### src/rtl/sbbc_ram.sv
// Generic simple dual-port RAM (one write port, one read port) with registered read
`timescale 1ns / 1ps
`default_nettype none
module sbbc_ram #(
  parameter int WIDTH = 32,
  parameter int DEPTH = 34
) (
  input  wire logic                     clk,
  input  wire logic                     we,
  input  wire logic [$clog2(DEPTH)-1:0] waddr,
  input  wire logic [WIDTH-1:0]         wdata,
  input  wire logic [$clog2(DEPTH)-1:0] raddr,
  output logic      [WIDTH-1:0]         rdata
);
  logic [WIDTH-1:0] mem [DEPTH];

  always_ff @(posedge clk) begin
    if (we) begin
      mem[waddr] <= wdata;
    end
    rdata <= mem[raddr];
  end
endmodule
`default_nettype wire

### config.mk
export PLATFORM = sky130hd
export DESIGN_NAME = sbbc_ram
export DESIGN_NICKNAME = d
export VERILOG_FILES = /design/src/rtl/sbbc_ram.sv
export SDC_FILE = /design/constraint.sdc
export NUM_CORES = 1
export LEC_CHECK = 0
export ABC_AREA = 1
export ABC_CLOCK_PERIOD_IN_PS = 8840
export BUFFER_PORTS_ARGS = -buffer_cell sky130_fd_sc_hd__buf_2
export CAP_MARGIN = 20
export CORE_ASPECT_RATIO = 2
export CORE_MARGIN = 5
export CORE_UTILIZATION = 50
export DETAILED_ROUTE_END_ITERATION = 12
export PLACE_DENSITY = 0.66
export SLEW_MARGIN = 40
export SYNTH_ARGS = -nofsm -noshare
export SYNTH_HDL_FRONTEND = slang
export SYNTH_SLANG_ARGS = --single-unit
export TNS_END_PERCENT = 10
### constraint.sdc
create_clock -name clk -period 8.84 [get_ports clk]
set_input_delay 0.442 -clock clk [delete_from_list [all_inputs] [get_ports clk]]
set_output_delay 0.442 -clock clk [all_outputs]
set_load 0.005 [all_outputs]
==> metrics.yaml, run 1 <==
status: "finished clean"
cp_cell_sequence: "buf_8, buf_6, buf_4, nand2_1, nand3_1, nand3_1, nand2_1, nand2_1, nand3_1, nand3_1, nand2_1"
p_per_area_nw_per_um2: 218
finalSetupViolCount: 0
drt_iter0_markers: 3121
max_freq_ghz: 0.369
cts_buffers: 88
htreeDepth: 3
seq_area_frac_synth_pct: 75.0
die-area_um2: 95300
crit_buf_inv: 3
synth_top_cell_by_area: "edfxtp_1"
cts_tree: "yes"
synth_area_leaders: "edfxtp_1 74%, nand2_1 11%, nand3_1 9.8%"
ios: 78
critical_path_arrival_ns: 3.32
cts_setup_buffers: 0
finalWorstSetupSlack_ns: 6.13
antenna_left: 0
grt_max_degree: 160
worst_pin_slew_ns: 0.926
synth_seq_cells: 1120
drc: 0
netlist.area_leader.share_pct: 73.5
irDropWorstVdd_uv: 162
setup.worst_path.class: "in2reg"
place_congestion: 0.760
syn_inst: 3685
hpwl_mm: 58.9
synthArstFlopShare_pct: 0
postCtsHoldBufs: 0
syn_nets: 3731
fillers: 7081
max-slew-margin-rel_pct: 38.2
utilization_pct: 55.5
initial_core_util_pct: 50.4
wl_mm: 123
die_w_um: 221
post_drt_wl_per_cell_um: 25.0
hp-class: "in2reg"
first_pass_iters: 6
cpPeakStageDelay_ns: 0.70
coreArea_um2: 88200
final_layout_size_suffix_gt1_share_pct: 8.28
top_layer_used: "met5"
end_kind: "flop"
ctsResizeCount: 0
netlist_top_cells_count: "1314 x nand2_1, 1088 x edfxtp_1, 874 x nand3_1"
synth_edf_count: 1088
critical_path.top_delay_family: "buffers and inverters"
path_depth: 11
via_per_inst: 5.87
reg2reg_depth: 8
clk_path_buf_depth: 3
numPortBuffers: 77
wl_met3_mm: 10.6
grt_pass1_vias: 27838
die_h_um: 432
dp_slack_ns: 5.56
worst_clock_skew_ns: 0.0113
synth_most_common_cell: "nand2_1"
timing.final.crit_share_pct: 30.7
antenna_found_initial: 11
vias: 28892
synth-main-ff-cell: "edfxtp_1"
area_growth_syn_to_layout_pct: 10.2
track_usage_pct: 25.3
critical-path-slowest-cell: "buf_4"
hold_viol_final: 0
cap_violations: 0
m1WireLength_mm: 45.2
slew_viol_final: 0
yosysUniqueCellTypes: 16
wl_met2_mm: 62.0
p_leak_nw: 17.4
setup_total_negative_slack_ns: 0
rsz0062_at_grt: "false"
cp.required_ns: 9.44
clk_latency_ns: 0.66
fin_crit_ns: 2.71
grt_first_pass_wirelength_mm: 180
clkTransAtPathRegs_ns: 0.07
start_kind: "primary input"
grt-ovfl-total: 0
syn_avg_cell_area_um2: 12.1
synth.yosys.warnings: 0
crit_fanout: 93
root_buffer: "clkbuf_16"
cts_sinks: 1120
hold_depth: 1
final_nets: 3724
syn-cell-area_um2: 44400
row_count: 154
==> layer usage <==
layer	up-vias	global-route usage, %
met1	14274	31.2
met2	1400	44.3
met5	-	0
met3	304	4.06
li1	12912	-
met4	2	11.3
==> cell usage in the layout (no fill, tap or decap), types with 5 or more instances in the layout <==
master / instances
nand2_1: 1314
edfxtp_1: 1088
nand3_1: 873
clkbuf_16: 89
buf_2: 73
nor2_1: 67
buf_4: 44
o21ai_0: 32
nor2_4: 32
dfxtp_1: 32
bufinv_16: 15
clkinv_2: 14
clkbuf_1: 14
clkinv_1: 10
buf_6: 9
clkbuf_8: 7
diode_2: 5
inv_1: 5
==> cell families (layout without fill, tap and decap cells) <==
group	count (synthesis)	in the layout	synth area share, %
buffers and inverters	243	304	2.86
other	0	5	0
AO/OA/AOI/OAI	32	32	0.360
flip-flops	1120	1120	75.0
AND/OR/NAND/NOR	2290	2290	21.8
==> flip-flops by register name (all words and copies together), names as in the netlist <==
signal,cells
mem,1088
rdata,32
==> report_power, final <==
group	total, mW	switching, mW	internal (mW)
Sequential	5.89	0.0222	5.87
Combinational	0.606	0.453	0.153
Clock	4.17	1.82	2.35
Total	10.7	2.29	8.37
==> final timing paths <==
check	start	endpoint	slack, ns
max	raddr[0]	rdata[9]$_DFF_P_	6.13
min	wdata[16]	mem[24][16]$_DFFE_PP_	0.28
max reg2reg	mem[19][22]$_DFFE_PP_	rdata[22]$_DFF_P_	7.50
min reg2reg	mem[33][16]$_DFFE_PP_	rdata[16]$_DFF_P_	0.46
==> stage by stage <==
stage | cell area [um2] | hold slack (ns) | power [mW] | cells
after floorplan | 44400 | 0.435 | 6.36 | 3685
after global placement | 45800 | 0.447 | 6.60 | 4754
after detailed placement | 45900 | 0.451 | 6.61 | 4758
after CTS | 48900 | 0.235 | 10.7 | 4916
after global routing | 49000 | 0.280 | 11.0 | 4919
final | 49000 | 0.276 | 10.7 | 4921
==> cell type report <==
cell class	instances	area (um2)	area share, %
flip-flops and latches	1120	33300	68.0
clock buffers	110	2380	4.85
clock inverters	48	632	1.29
repair buffers	135	990	2.02
multi-input cells	2322	10100	20.6
inverters	11	68.8	0.141
well taps	1170	1460	2.99
diodes	5	12.5	0.0256
(Power assumes the default switching activity.)
==> run 2, diff against run 1 <==
ABC_CLOCK_PERIOD_IN_PS = 2450   (was 8840)
PLACE_DENSITY = 0.68   (was 0.66)
clock period = 2.45 ns   (was 8.84 ns; I/O delays follow)
==> metrics.yaml, run 2 (synthesis gave the netlist of run 1 again) <==
max_freq_ghz: 0.638
clk_path_buf_depth: 3  # unchanged
status: "finished clean"
die_w_um: 221  # unchanged
crit_fanout: 1  # -99%
post_drt_wl_per_cell_um: 24.4  # -2.5%
grt_max_degree: 139  # -13%
cpPeakStageDelay_ns: 0.58  # -0.12 ns
p_leak_nw: 18.0  # +3.2%
busiest_layer: "met2"
path_depth: 1  # -10
top_regs: "mem x1088, rdata x32"
worst_pin_slew_ns: 0.703  # -0.223 ns
cts_tree: "yes"
antenna_left: 0  # unchanged
critical_path.top_delay_family: "flip-flops"
hold_depth: 1  # unchanged
grt_first_pass_wirelength_mm: 181  # +0.55%
via_per_inst: 5.81  # -0.96%
utilization_pct: 56.9  # +1.4 points
critical_path_arrival_ns: 1.44  # -1.88 ns
area_growth_syn_to_layout_pct: 13.0
hp-class: "in2reg"
grt-ovfl-total: 0  # unchanged
setup_total_negative_slack_ns: 0  # unchanged
hold_viol_final: 0  # unchanged
vias: 29143  # +0.87%
setup.worst_path.class: "reg2out"
regMostFlops: "mem"
most-common-layout-cells: "1314 x nand2_1, 1088 x edfxtp_1, 874 x nand3_1"
drc: 0  # unchanged
reg2reg_depth: 8  # unchanged
fin_crit_ns: 1.57
max-slew-margin-rel_pct: 53.1  # +15 points
first_pass_iters: 6  # unchanged
clkTransAtPathRegs_ns: 0.07  # about the same
root_buffer: "clkbuf_16"
coreArea_um2: 88200  # unchanged
die-area_um2: 95300  # unchanged
cts_buffers: 88  # unchanged
finalSetupViolCount: 0  # unchanged
grt_use_met1_pct: 31.0  # -0.20 points
start_kind: "flop"
met2_usage_pct: 44.5  # +0.26 points
slew_viol_final: 0  # unchanged
largest_register_ffs: 1088  # unchanged
ios: 78  # unchanged
final_layout_size_suffix_gt1_share_pct: 9.54  # +1.3 points
cts_sinks: 1120  # unchanged
layout_commonest_cell: "nand2_1"
initial_core_util_pct: 50.4  # unchanged
crit_buf_inv: 1  # -2
antenna_found_initial: 6  # -5
worst_clock_skew_ns: 0.0193  # +0.00803 ns
track_usage_pct: 25.2  # -0.14 points
cp_cell_sequence: "buf_2"
clk_latency_ns: 0.67  # about the same
die_h_um: 432  # unchanged
final_nets: 3812  # +2.4%
use_met3_pct: 3.41  # -0.65 points
timing.final.crit_share_pct: 64.0
grt_pass1_vias: 28367  # +1.9%
power.total_mw: 38.6  # +260%
place_congestion: 0.801  # +5.4%
cp.required_ns: 2.33  # -7.11 ns
drt_iter0_markers: 3035  # -2.8%
htreeDepth: 3  # unchanged
critical-path-slowest-cell: "dfxtp_1"
end_kind: "output pin"
hpwl_mm: 65.6  # +11%
irDropWorstVdd_uv: 516  # +220%
cap_violations: 0  # unchanged
rsz0062_at_grt: "false"
numPortBuffers: 77  # unchanged
row_count: 154  # unchanged
wl_mm: 122  # -0.68%
p_per_area_nw_per_um2: 769  # +250%
run 2: worst paths after layout:
check	from	endpoint	slack [ns]
hold reg to reg	mem[33][15]$_DFFE_PP_	rdata[15]$_DFF_P_	0.46
setup / recovery	rdata[7]$_DFF_P_	rdata[7]	0.88
setup reg to reg	mem[19][20]$_DFFE_PP_	rdata[20]$_DFF_P_	1.11
hold / removal	wdata[19]	mem[16][19]$_DFFE_PP_	0.04
run 2: through the flow:
stage | std cells | setup WS, ns | area, um2 | hold slack, ns
floorplan | 3685 | -0.647 | 44400 | 0.221
global placement | 4814 | 0.491 | 46900 | 0.446
detailed placement | 4814 | 0.510 | 46900 | 0.449
CTS | 5008 | 0.826 | 50200 | 0.00722
global route | 5011 | 0.814 | 50200 | 0.0418
finish | 5012 | 0.883 | 50200 | 0.0448
run 2: power by group:
| part | internal, mW | leakage (nW) | switching, mW |
|---|---|---|---|
| Clock | 8.41 | 1.46 | 6.58 |
| Sequential | 21.2 | 10.1 | 0.0771 |
| Combinational | 0.673 | 6.45 | 1.72 |
run 2: worst register-to-register path, delay by kind of cell (launching register included):
kind / cells / cell delay [ns]
flip-flops: 1 / 0.35
AND/OR/NAND/NOR: 8 / 0.84
run 2: cell type report:
type	count	area [um2]
Multi-Input combinational cell	2322	10100
Sequential cell	1120	33300
Fill cell	7058	38000
Clock buffer	108	2340
Antenna cell	4	10.0
Tap cell	1170	1460
Clock inverter	54	662
Inverter	11	61.3
Timing Repair Buffer	223	2270
run 2: metal layers:
metal / part of all wire, % / wire length (um)
met1: 36 / 44400
met2: 52 / 63300
met3: 7.2 / 8770
met4: 4.9 / 5940
met5: 0 / 0
run 2: what timing repair did:
item                                   in CTS  in global routing
hold buffers                               32                  0
gates resized for setup                     0                  0
endpoints found under the hold margin     943                  0
buffers inserted                            0                  0
